`src/rtl/tcaq_pkg.sv`:
```
package tcaq_pkg;

    typedef enum logic {
        ST_IDLE,
        ST_EXEC
    } ctrl_state_t;

    localparam logic REQ_ADMIT  = 1'b0;
    localparam logic REQ_REMOVE = 1'b1;

    localparam logic signed [1:0] KIND_ANY = 2'sb00;
    localparam logic signed [1:0] KIND_POS = 2'sb01;
    localparam logic signed [1:0] KIND_NEG = 2'sb11;

    typedef struct packed {
        logic load;
        logic commit;
    } ctrl_cmd_t;

    typedef struct packed {
        logic emit;
        logic out_free;
    } dp_status_t;

endpackage

```
`src/rtl/tcaq_ctrl.sv`:
```
module tcaq_ctrl
    import tcaq_pkg::*;
(
    input  logic       aclk,
    input  logic       aresetn,
    input  logic       s_valid,
    output logic       s_ready,
    input  dp_status_t status,
    output ctrl_cmd_t  cmd
);

    ctrl_state_t state_reg;
    ctrl_state_t state_next;

    always_ff @(posedge aclk) begin
        if (!aresetn) begin
            state_reg <= ST_IDLE;
        end else begin
            state_reg <= state_next;
        end
    end

    always_comb begin
        state_next = state_reg;
        case (state_reg)
            ST_IDLE: begin
                if (s_valid) begin
                    state_next = ST_EXEC;
                end
            end
            ST_EXEC: begin
                if (!status.emit || status.out_free) begin
                    state_next = ST_IDLE;
                end
            end
            default: begin
                state_next = ST_IDLE;
            end
        endcase
    end

    always_comb begin
        s_ready    = 1'b0;
        cmd.load   = 1'b0;
        cmd.commit = 1'b0;
        case (state_reg)
            ST_IDLE: begin
                s_ready  = 1'b1;
                cmd.load = s_valid;
            end
            ST_EXEC: begin
                cmd.commit = !status.emit || status.out_free;
            end
            default: begin
                s_ready = 1'b0;
            end
        endcase
    end

endmodule

```
`src/rtl/tcaq_dp.sv`:
```
module tcaq_dp
    import tcaq_pkg::*;
#(
    parameter int QUEUE_DEPTH,
    parameter int ID_BITS
) (
    input  logic                      aclk,
    input  logic                      aresetn,
    input  logic                      s_req_type,
    input  logic signed [ID_BITS-1:0] s_animal_id,
    input  logic signed [1:0]         s_wanted_kind,
    input  logic                      m_ready,
    output logic                      m_valid,
    output logic signed [ID_BITS-1:0] m_removed_id,
    input  ctrl_cmd_t                 cmd,
    output dp_status_t                status
);

    localparam int PTR_W = $clog2(QUEUE_DEPTH);
    localparam int CNT_W = $clog2(QUEUE_DEPTH + 1);
    localparam int ENT_W = ID_BITS + CNT_W;
    localparam logic [PTR_W-1:0] LAST_PTR = PTR_W'(QUEUE_DEPTH - 1);
    localparam logic [CNT_W-1:0] FULL_CNT = CNT_W'(QUEUE_DEPTH);
    localparam logic [CNT_W-1:0] CNT_ONE  = CNT_W'(1);

    logic [ENT_W-1:0] pos_mem [QUEUE_DEPTH];
    logic [ENT_W-1:0] neg_mem [QUEUE_DEPTH];

    logic                      req_reg;
    logic signed [ID_BITS-1:0] id_reg;
    logic signed [1:0]         kind_reg;
    logic [ENT_W-1:0]          pos_rd_reg;
    logic [ENT_W-1:0]          neg_rd_reg;

    logic [PTR_W-1:0] pos_head_reg, pos_head_next;
    logic [PTR_W-1:0] pos_tail_reg, pos_tail_next;
    logic [CNT_W-1:0] pos_cnt_reg, pos_cnt_next;
    logic [CNT_W-1:0] pos_adm_reg, pos_adm_next;
    logic [PTR_W-1:0] neg_head_reg, neg_head_next;
    logic [PTR_W-1:0] neg_tail_reg, neg_tail_next;
    logic [CNT_W-1:0] neg_cnt_reg, neg_cnt_next;
    logic [CNT_W-1:0] neg_adm_reg, neg_adm_next;
    logic             pos_older_reg, pos_older_next;
    logic             m_valid_reg, m_valid_next;
    logic signed [ID_BITS-1:0] m_id_reg, m_id_next;

    logic             is_admit;
    logic             pos_empty;
    logic             neg_empty;
    logic             adm_pos;
    logic             adm_neg;
    logic             take_pos;
    logic             take_neg;
    logic [CNT_W-1:0] pos_pop_after;
    logic [CNT_W-1:0] neg_pop_after;
    logic [CNT_W-1:0] pos_snap;
    logic [CNT_W-1:0] neg_snap;
    logic [CNT_W-1:0] pos_gap;
    logic [CNT_W-1:0] neg_gap;

    assign is_admit  = (req_reg == REQ_ADMIT);
    assign pos_empty = (pos_cnt_reg == '0);
    assign neg_empty = (neg_cnt_reg == '0);
    assign adm_pos   = is_admit && (id_reg != '0) && !id_reg[ID_BITS-1]
                       && (pos_cnt_reg != FULL_CNT);
    assign adm_neg   = is_admit && id_reg[ID_BITS-1] && (neg_cnt_reg != FULL_CNT);

    always_comb begin
        take_pos = 1'b0;
        take_neg = 1'b0;
        if (!is_admit) begin
            case (kind_reg)
                KIND_ANY: begin
                    if (!pos_empty && (neg_empty || pos_older_reg)) begin
                        take_pos = 1'b1;
                    end else if (!neg_empty) begin
                        take_neg = 1'b1;
                    end
                end
                KIND_POS: begin
                    take_pos = !pos_empty;
                end
                KIND_NEG: begin
                    take_neg = !neg_empty;
                end
                default: begin
                    take_pos = 1'b0;
                end
            endcase
        end
    end

    assign pos_snap      = pos_rd_reg[CNT_W-1:0];
    assign neg_snap      = neg_rd_reg[CNT_W-1:0];
    assign pos_pop_after = pos_adm_reg - pos_cnt_reg + CNT_ONE;
    assign neg_pop_after = neg_adm_reg - neg_cnt_reg + CNT_ONE;
    assign pos_gap       = neg_snap - pos_pop_after;
    assign neg_gap       = pos_snap - neg_pop_after;

    assign status.emit     = take_pos || take_neg;
    assign status.out_free = !m_valid_reg || m_ready;

    always_comb begin
        pos_head_next  = pos_head_reg;
        pos_tail_next  = pos_tail_reg;
        pos_cnt_next   = pos_cnt_reg;
        pos_adm_next   = pos_adm_reg;
        neg_head_next  = neg_head_reg;
        neg_tail_next  = neg_tail_reg;
        neg_cnt_next   = neg_cnt_reg;
        neg_adm_next   = neg_adm_reg;
        pos_older_next = pos_older_reg;
        if (cmd.commit) begin
            if (adm_pos) begin
                pos_tail_next = (pos_tail_reg == LAST_PTR) ? '0 : pos_tail_reg + 1'b1;
                pos_cnt_next  = pos_cnt_reg + CNT_ONE;
                pos_adm_next  = pos_adm_reg + CNT_ONE;
                if (pos_empty) begin
                    pos_older_next = 1'b0;
                end
            end
            if (adm_neg) begin
                neg_tail_next = (neg_tail_reg == LAST_PTR) ? '0 : neg_tail_reg + 1'b1;
                neg_cnt_next  = neg_cnt_reg + CNT_ONE;
                neg_adm_next  = neg_adm_reg + CNT_ONE;
                if (neg_empty) begin
                    pos_older_next = 1'b1;
                end
            end
            if (take_pos) begin
                pos_head_next = (pos_head_reg == LAST_PTR) ? '0 : pos_head_reg + 1'b1;
                pos_cnt_next  = pos_cnt_reg - CNT_ONE;
                if (pos_older_reg && !neg_empty) begin
                    pos_older_next = (pos_gap != '0);
                end
            end
            if (take_neg) begin
                neg_head_next = (neg_head_reg == LAST_PTR) ? '0 : neg_head_reg + 1'b1;
                neg_cnt_next  = neg_cnt_reg - CNT_ONE;
                if (!pos_older_reg && !pos_empty) begin
                    pos_older_next = (neg_gap == '0);
                end
            end
        end
    end

    always_comb begin
        m_valid_next = m_valid_reg;
        m_id_next    = m_id_reg;
        if (cmd.commit && status.emit) begin
            m_valid_next = 1'b1;
            m_id_next    = take_pos ? pos_rd_reg[ENT_W-1:CNT_W] : neg_rd_reg[ENT_W-1:CNT_W];
        end else if (m_ready) begin
            m_valid_next = 1'b0;
        end
    end

    always_ff @(posedge aclk) begin
        if (!aresetn) begin
            pos_head_reg  <= '0;
            pos_tail_reg  <= '0;
            pos_cnt_reg   <= '0;
            pos_adm_reg   <= '0;
            neg_head_reg  <= '0;
            neg_tail_reg  <= '0;
            neg_cnt_reg   <= '0;
            neg_adm_reg   <= '0;
            pos_older_reg <= 1'b0;
            m_valid_reg   <= 1'b0;
        end else begin
            pos_head_reg  <= pos_head_next;
            pos_tail_reg  <= pos_tail_next;
            pos_cnt_reg   <= pos_cnt_next;
            pos_adm_reg   <= pos_adm_next;
            neg_head_reg  <= neg_head_next;
            neg_tail_reg  <= neg_tail_next;
            neg_cnt_reg   <= neg_cnt_next;
            neg_adm_reg   <= neg_adm_next;
            pos_older_reg <= pos_older_next;
            m_valid_reg   <= m_valid_next;
        end
    end

    always_ff @(posedge aclk) begin
        m_id_reg <= m_id_next;
        if (cmd.load) begin
            req_reg  <= s_req_type;
            id_reg   <= s_animal_id;
            kind_reg <= s_wanted_kind;
        end
    end

    // tag each entry with the other kind's admit count
    always_ff @(posedge aclk) begin
        if (cmd.commit && adm_pos) begin
            pos_mem[pos_tail_reg] <= {id_reg, neg_adm_reg};
        end
        if (cmd.commit && adm_neg) begin
            neg_mem[neg_tail_reg] <= {id_reg, pos_adm_reg};
        end
        pos_rd_reg <= pos_mem[pos_head_reg];
        neg_rd_reg <= neg_mem[neg_head_reg];
    end

    assign m_valid      = m_valid_reg;
    assign m_removed_id = m_id_reg;

endmodule

```
`src/rtl/two_class_age_ordered_queue_core.sv`:
```
// Age-ordered queue for two kinds of identifiers.
// Input channel (s_valid/s_ready): s_req_type selects admit or remove. An admit
// stores s_animal_id at the tail of its kind (positive or negative); a zero id or
// an admit to a full kind is dropped. A remove takes the oldest entry of either
// kind (s_wanted_kind 0) or of the named kind (1 positive, -1 negative).
// Result channel (m_valid/m_ready): one beat carrying m_removed_id for each
// remove that finds an entry; all other requests produce no beat.
// An accepted request is latched, runs in the EXEC state and writes its result
// to the output register; no new request is taken until it finishes, so that the
// registered head read of each kind's entry memory settles after each update.
// When the receiver stalls, one result waits in the output register; a later
// remove that finds an entry holds in execution until that beat is taken.
// Reset empties both kinds and drops any pending result; entry memories are
// not cleared and the block takes requests in the first cycle after reset.
module two_class_age_ordered_queue_core
    import tcaq_pkg::*;
#(
    parameter int QUEUE_DEPTH = 16,
    parameter int ID_BITS     = 16
) (
    input  logic                      aclk,
    input  logic                      aresetn,
    input  logic                      s_valid,
    output logic                      s_ready,
    input  logic                      s_req_type,
    input  logic signed [ID_BITS-1:0] s_animal_id,
    input  logic signed [1:0]         s_wanted_kind,
    output logic                      m_valid,
    input  logic                      m_ready,
    output logic signed [ID_BITS-1:0] m_removed_id
);

    ctrl_cmd_t  cmd;
    dp_status_t status;

    tcaq_ctrl u_ctrl (
        .aclk    (aclk),
        .aresetn (aresetn),
        .s_valid (s_valid),
        .s_ready (s_ready),
        .status  (status),
        .cmd     (cmd)
    );

    tcaq_dp #(
        .QUEUE_DEPTH (QUEUE_DEPTH),
        .ID_BITS     (ID_BITS)
    ) u_dp (
        .aclk          (aclk),
        .aresetn       (aresetn),
        .s_req_type    (s_req_type),
        .s_animal_id   (s_animal_id),
        .s_wanted_kind (s_wanted_kind),
        .m_ready       (m_ready),
        .m_valid       (m_valid),
        .m_removed_id  (m_removed_id),
        .cmd           (cmd),
        .status        (status)
    );

endmodule

```
`config.mk`:
```
export PLATFORM = sky130hd
export DESIGN_NAME = two_class_age_ordered_queue_core
export DESIGN_NICKNAME = d
export VERILOG_FILES = /design/src/rtl/tcaq_pkg.sv /design/src/rtl/tcaq_ctrl.sv /design/src/rtl/tcaq_dp.sv /design/src/rtl/two_class_age_ordered_queue_core.sv
export SDC_FILE = /design/constraint.sdc
export NUM_CORES = 1
export LEC_CHECK = 0
export ABC_AREA = 0
export BUFFER_PORTS_ARGS = -buffer_cell sky130_fd_sc_hd__buf_2
export CORE_ASPECT_RATIO = 1.75
export CORE_MARGIN = 2
export CORE_UTILIZATION = 60
export CTS_BUF_LIST = sky130_fd_sc_hd__clkbuf_2 sky130_fd_sc_hd__clkbuf_4 sky130_fd_sc_hd__clkbuf_8
export DETAILED_ROUTE_END_ITERATION = 16
export PLACE_DENSITY = 0.76
export REMOVE_ABC_BUFFERS = 1
export SLEW_MARGIN = 10
export SYNTH_ARGS = -nofsm -noshare
export SYNTH_HDL_FRONTEND = slang
export SYNTH_SLANG_ARGS = --single-unit
```
`constraint.sdc`:
```
create_clock -name aclk -period 4.6 [get_ports aclk]
set_input_delay 0.92 -clock aclk [delete_from_list [all_inputs] [get_ports aclk]]
set_output_delay 0.92 -clock aclk [all_outputs]
set_load 0.005 [all_outputs]
```
; Word-level counts from Yosys, hierarchy flattened
; Memory sizes are Yosys's and may differ from the RTL's. A register that Yosys moved wholly into a read port is not among the register bits.
; Cells that the tools add are included.
[op_classes]
eq_ne = 8
n_reduce_logical = 36
bitwise = 2
n_addsub = 16
n_mux = 36
[op_table]
columns = operator, count
row1 = $add A5 B1 Y5 const B, 6
row2 = $mux W1, 24
row3 = $mux W5, 4
row4 = $sub A5 B5 Y5, 4
row5 = $add A4 B1 Y4 const B, 4
row6 = $eq A4 B4 Y1 const B, 4
row7 = $mux W16, 1
row8 = $mux W4, 4
row9 = $reduce_bool A16 Y1, 1
row10 = $logic_not A5 Y1, 3
row11 = $reduce_and A2 Y1, 6
row12 = $logic_and A1 B1 Y1, 11
row13 = $ne A5 B5 Y1 const B, 2
row14 = $sub A5 B1 Y5 const B, 2
row15 = $logic_not A1 Y1, 6
row16 = $pmux W1 S2, 3
row17 = $reduce_bool A2 Y1, 3
row18 = $reduce_bool A5 Y1, 1
row19 = $logic_or A1 B1 Y1, 4
row20 = $eq A2 B1 Y1 const B, 1
row21 = $eq A2 B2 Y1 const B, 1
row22 = $logic_not A2 Y1, 1
row23 = $not A1 Y1, 2
[word_totals]
n_memories = 2
mem_bits_rw = 672
ff_bits = 74
output_inout_bits = 18
[memory_table]
columns = name, words, width, read_ports, rd_clocked_by_memory_dff, wr, line
row1 = u_dp.neg_mem, 16, 21, 1, 1, 1, tcaq_dp.sv:27  ; logic [ENT_W-1:0] neg_mem [QUEUE_DEPTH];
row2 = u_dp.pos_mem, 16, 21, 1, 1, 1, tcaq_dp.sv:26  ; logic [ENT_W-1:0] pos_mem [QUEUE_DEPTH];

; Longest topological paths before layout
[depth]
word_depth = 13
ltp_mapped = 12
mapped_depth_nobuf = 11

; Hierarchy
; Synthesis repeated with hierarchy kept, for this count alone.
[hier_totals]
hier_cells = 1395
area_unflattened_um2 = 30279.0
[by_module_without_submodules]
columns = mod, instances, area_each_um2, cells_each
row1 = tcaq_dp, 1, 30207.7, 1388
row2 = tcaq_ctrl, 1, 71.3, 7

; Least setup slack after synthesis
; No wires, ideal clock.
[synth_timing]
kind = register to register
startpoint = register u_dp.id_reg[15]
endpoint = memory u_dp.neg_mem[0][0] (netlist name), enable pin
arrival_time_ps = 3250
n_path_buf = 1
period_less_slack_ps = 3675
path_slack_ps = 925
t_required_ps = 4175
stages_incl_launch_ff = 6
setup_ps = 425
path_cell_list = edfxtp_1 > nand2b_1 > a211oi_1 > clkbuf_1 > nand2_1 > nor3_1
[synth_via]
elab_chain_len = 5
[synth_lines]
columns = element, line
row1 = from (decl), tcaq_dp.sv:30  ; logic signed [ID_BITS-1:0] id_reg;
row2 = from (signal assigned), tcaq_dp.sv:188  ; id_reg <= s_animal_id;
row3 = $logic_and A1 B1 Y1 (2 in series), tcaq_dp.sv:66  ; assign adm_neg = is_admit && id_reg[ID_BITS-1] && (neg_cnt_reg != FULL_CNT);
row4 = $logic_and A1 B1 Y1, tcaq_dp.sv:198  ; if (cmd.commit && adm_neg) begin
row5 = $mux W1, tcaq_dp.sv:198
row6 = $mux W1 (not written as such), tcaq_dp.sv:199  ; neg_mem[neg_tail_reg] <= {id_reg, pos_adm_reg};
row7 = to (decl), tcaq_dp.sv:27
; No other way between the ends.

; Worst setup path in the final report
[layout_timing]
startpoint = register u_dp.id_reg[6]
endpoint = memory u_dp.pos_mem[14][11] (netlist name), enable pin
[layout_via]
elab_chain_len = 7
[layout_lines]
columns = element, line
row1 = $reduce_bool A16 Y1, tcaq_dp.sv:64  ; assign adm_pos = is_admit && (id_reg != '0) && !id_reg[ID_BITS-1]
row2 = $logic_and A1 B1 Y1 (2 in series), tcaq_dp.sv:64
row3 = $logic_and A1 B1 Y1, tcaq_dp.sv:65  ; && (pos_cnt_reg != FULL_CNT);
row4 = $logic_and A1 B1 Y1, tcaq_dp.sv:195  ; if (cmd.commit && adm_pos) begin
row5 = $mux W1, tcaq_dp.sv:195
row6 = $mux W1 (not written as such), tcaq_dp.sv:196  ; pos_mem[pos_tail_reg] <= {id_reg, neg_adm_reg};
row7 = to (decl), tcaq_dp.sv:26
; No other way between the ends.

==> out/summary.md <==
The flow ran to the end, and the final reports show no timing, DRC or antenna violations. The vias after detailed routing came out at 14323. The share of synthesized area in the top cell type comes to 69.98%. The synthesized netlist devotes 1.518% of its cell area to compound gates.

The die is 174.0 um wide. The run gives 0 as the final count of hold timing violations. The number of top-level design ports was 41. In the synthesized netlist the dominant register cell turns out to be sky130_fd_sc_hd__edfxtp_1. At the end of the flow, the number of nets in the layout was 1606.

Summing the areas of all and, or, nand and nor instances in the mapped netlist gives 2.623% of the synthesized area. The peak fanout along the critical path works out to 19. Global routing used 25.47% of the available tracks across all layers. The post-detailed-placement half-perimeter wirelength came out at 39.13 mm.

The number of gates resized after CTS was 0. The clock edge transition at the registers on the reported setup and hold paths is 70 ps. From synthesis to final layout, the design area changed by 12.00%. Walking the worst path, the cells encountered are nor4_1, a41oi_1, and3_1, and3_1, buf_12.

Setup repair after global routing left no endpoint under its margin. Among all stages on the critical path, the largest delay is contributed by sky130_fd_sc_hd__nor4_1. Summing the areas of all xor and xnor instances in the mapped netlist gives 0.6351% of the synthesized area. After detailed routing, the average wire length per cell comes to 27.97 um. Synthesis handed over a netlist of 1403 instances. For the unique cell type count in the Yosys netlist, the log shows 58. In this run, synthesis inferred 707 flip-flops with an integrated enable. The later pin in the worst-skew pair is clocked with a latency of 710 ps. Cell taking the most area after synthesis: sky130_fd_sc_hd__edfxtp_1. In the final layout, the share of cells above drive strength 1 is 34.17%.

TritonCTS built the clock tree. The antenna violation net count after detailed routing was 0; the max-cap violation count was 0. In this run the core area contains 109 standard-cell rows.

Setup violations remaining at the end of the flow were counted as 0. VDD sags by at most 229.3 uV. The synthesized netlist occupies a cell area of 0.03034 mm2. The detailed router finished its first iteration with 1275 violations.

Across the routed clock network, the largest skew measured is 45.60 ps. For this configuration, the core starts out at a cell density of 60.45%. The die covers 0.05245 mm2.

The worst pin sits at a relative slew slack of 23.03%. The post-route clock period utilization was 75.30%. The multi-input combinational cells in the finished layout cover a total of 0.007152 mm2. The static leakage is 10.91 nW. The most common cell in the synthesized netlist is sky130_fd_sc_hd__edfxtp_1. The worst setup path is captured at a flop.

Counting the fill cells in the layout gives 3202. The average via count per standard cell works out to 6.225. The largest stage delay on the critical path came out at 980 ps. The post-synthesis sequential area ratio came out at 75.32%. The post-CTS setup buffer count came out at 0. In the synthesized netlist, mux cells make up 16.65% of the area. Buffer type at the clock tree root: sky130_fd_sc_hd__clkbuf_8.

After detailed routing, the number of remaining DRC violations is 0. The final wirelength was 64.35 mm. After synthesis the netlist holds a flip-flop and latch count of 788. For the pin with the worst max-slew slack, the measured transition is 1144 ps. For the worst setup path, the data required time is 5030 ps.

For this run, the number of Yosys warnings is 0. The first global-routing pass estimated 95.43 mm of wire. The placeable core region came out at 0.05019 mm2. The logs give 0 for the total global routing overflow and 0.02287 mm2 for the register area.

Counting every sink on the clock net gives 788. For the final routed database, the setup TNS stands at 0 ps. Class of the worst hold path: input pin to flop. Type of the worst setup path: flop to flop. STA puts the critical path data arrival time at 3900 ps. Number of antenna violations at the first check in global routing: 3. Power spread over the standard cell area amounts to 396.9 mW/mm2. The count of buffers added on input and output ports is 40. The run gives 288.7 MHz as the timing-limited maximum frequency. The clock period minus final worst setup slack came out at 3464 ps. In this run the deepest clock path goes through 3 buffers. The overall die height came out at 301.5 um. By area, the combinational part of the netlist is dominated by multiplexers. Total power for the finished layout comes to 13.49 mW. The share of synthesized registers carrying an async set or reset was 0%. The total number of H-tree levels was 3; the adder-cell area share of the yosys netlist was 1.905%.

After synthesis, the mean cell area works out to 21.62 um2. Before antenna repair, the detailed router went through 5 iterations. The run gives 0 as the max-slew violation count. The cell that appears most often on the critical path is sky130_fd_sc_hd__and3_1. In the synthesized netlist, the cells that appear most often are 707 x sky130_fd_sc_hd__edfxtp_1, 210 x sky130_fd_sc_hd__mux4_2, 81 x sky130_fd_sc_hd__dfxtp_1. For the final weighted congestion of routability-driven global placement, the log shows 0.8201. The via count of the first global-routing pass was 15091. The largest registers in the layout are u_dp.neg_mem x336, u_dp.pos_mem x336. TritonCTS created 102 clock buffers. After clock tree synthesis, the flow added hold-fix buffers numbering 0. After synthesis, the cell types taking the most area are sky130_fd_sc_hd__edfxtp_1 70%, sky130_fd_sc_hd__mux4_2 16%, sky130_fd_sc_hd__dfxtp_1 5.3%, sky130_fd_sc_hd__ha_1 1.1%, sky130_fd_sc_hd__fa_1 0.79%.

The sort of element at the start of the critical path was a flop. Entering global routing, the biggest net connects 57 pins.
## worst max-delay path: cells and delay by family, from the launching register on
family | cells | cell delay, ps
buffers and inverters | 1 | 260
AOI/OAI and AO/OA | 1 | 550
DFF | 1 | 390
and+or+nand+nor | 3 | 2010
## final timing paths
kind	slack [ps]	end	startpoint	cells after the start
max	1140	u_dp.pos_mem[14][11]	u_dp.id_reg[6]	5
min reg2reg	510	u_dp.m_removed_id[3]	u_dp.pos_rd_reg[8]	1
min	400	u_dp.id_reg[10]	s_animal_id[10]	1
max reg2reg	1140	u_dp.pos_mem[14][11]	u_dp.id_reg[6]	5
## cells by family after synthesis
kind of cell / Yosys count
xor gates and xnor gates: 22
buffers and inverters: 104
DFF: 788
AOI/OAI and AO/OA: 66
and+or+nand+nor: 144
adders and majority gates: 39
muxes: 240
## metal layers
layer / part of all wire, % / global-route usage [%] / wire length [um]
met3: 5.1 / 3.517 / 3289
met4: 3.9 / 10.98 / 2541
met2: 57 / 47.42 / 36580
met5: 0 / 0 / 0
met1: 34 / 29.44 / 21930
## where the power goes
part,leakage (nW),switching (mW),internal [mW]
logic,2.66,0.193,0.0959
registers,7.08,0.0292,7.81
clock network,1.17,2.48,2.87
total,10.9,2.71,10.8
## area by class of cell
cell class | instances | share of cell area, %
flip-flops and latches | 788 | 67.31
multi-input cells | 511 | 21.05
clock buffers | 155 | 5.413
well taps | 666 | 2.452
repair buffers | 103 | 2.313
clock inverters | 38 | 1.027
inverters | 38 | 0.4198
diodes | 2 | 0.01473
## cells in the final DEF, fill, tap and decap left out, types with 13 or more instances in the layout
cell type and instances:
sky130_fd_sc_hd__mux4_2 210, sky130_fd_sc_hd__buf_2 40, sky130_fd_sc_hd__clkbuf_4 47, sky130_fd_sc_hd__inv_1 37, sky130_fd_sc_hd__edfxtp_1 707, sky130_fd_sc_hd__a21oi_1 20
sky130_fd_sc_hd__nand2_1 29, sky130_fd_sc_hd__dfxtp_1 74, sky130_fd_sc_hd__xnor2_1 14, sky130_fd_sc_hd__nor2_2 14, sky130_fd_sc_hd__nor2_1 24, sky130_fd_sc_hd__ha_1 27
sky130_fd_sc_hd__mux2i_1 14, sky130_fd_sc_hd__nand2b_1 14, sky130_fd_sc_hd__buf_4 54, sky130_fd_sc_hd__clkbuf_8 108, sky130_fd_sc_hd__mux2_2 16, sky130_fd_sc_hd__clkinv_2 14
sky130_fd_sc_hd__and3_1 13
## per-stage QoR
step | instances | hold WS [ps] | instance area (um2) | util [%] | setup WS [ps]
3_3_place_gp | 2106 | 490.4 | 31780 | 63.33 | 1277
5_1_grt | 2300 | 376.0 | 33980 | 67.70 | 1150
6_report | 2301 | 403.6 | 33980 | 67.70 | 1136
2_1_floorplan | 1337 | 475.9 | 30070 | - | -253.1
3_5_place_dp | 2106 | 523.2 | 31780 | 63.33 | 1220
4_1_cts | 2299 | 364.2 | 33970 | 67.69 | 1238
No activity file was read; power rests on OpenSTA's default activity.
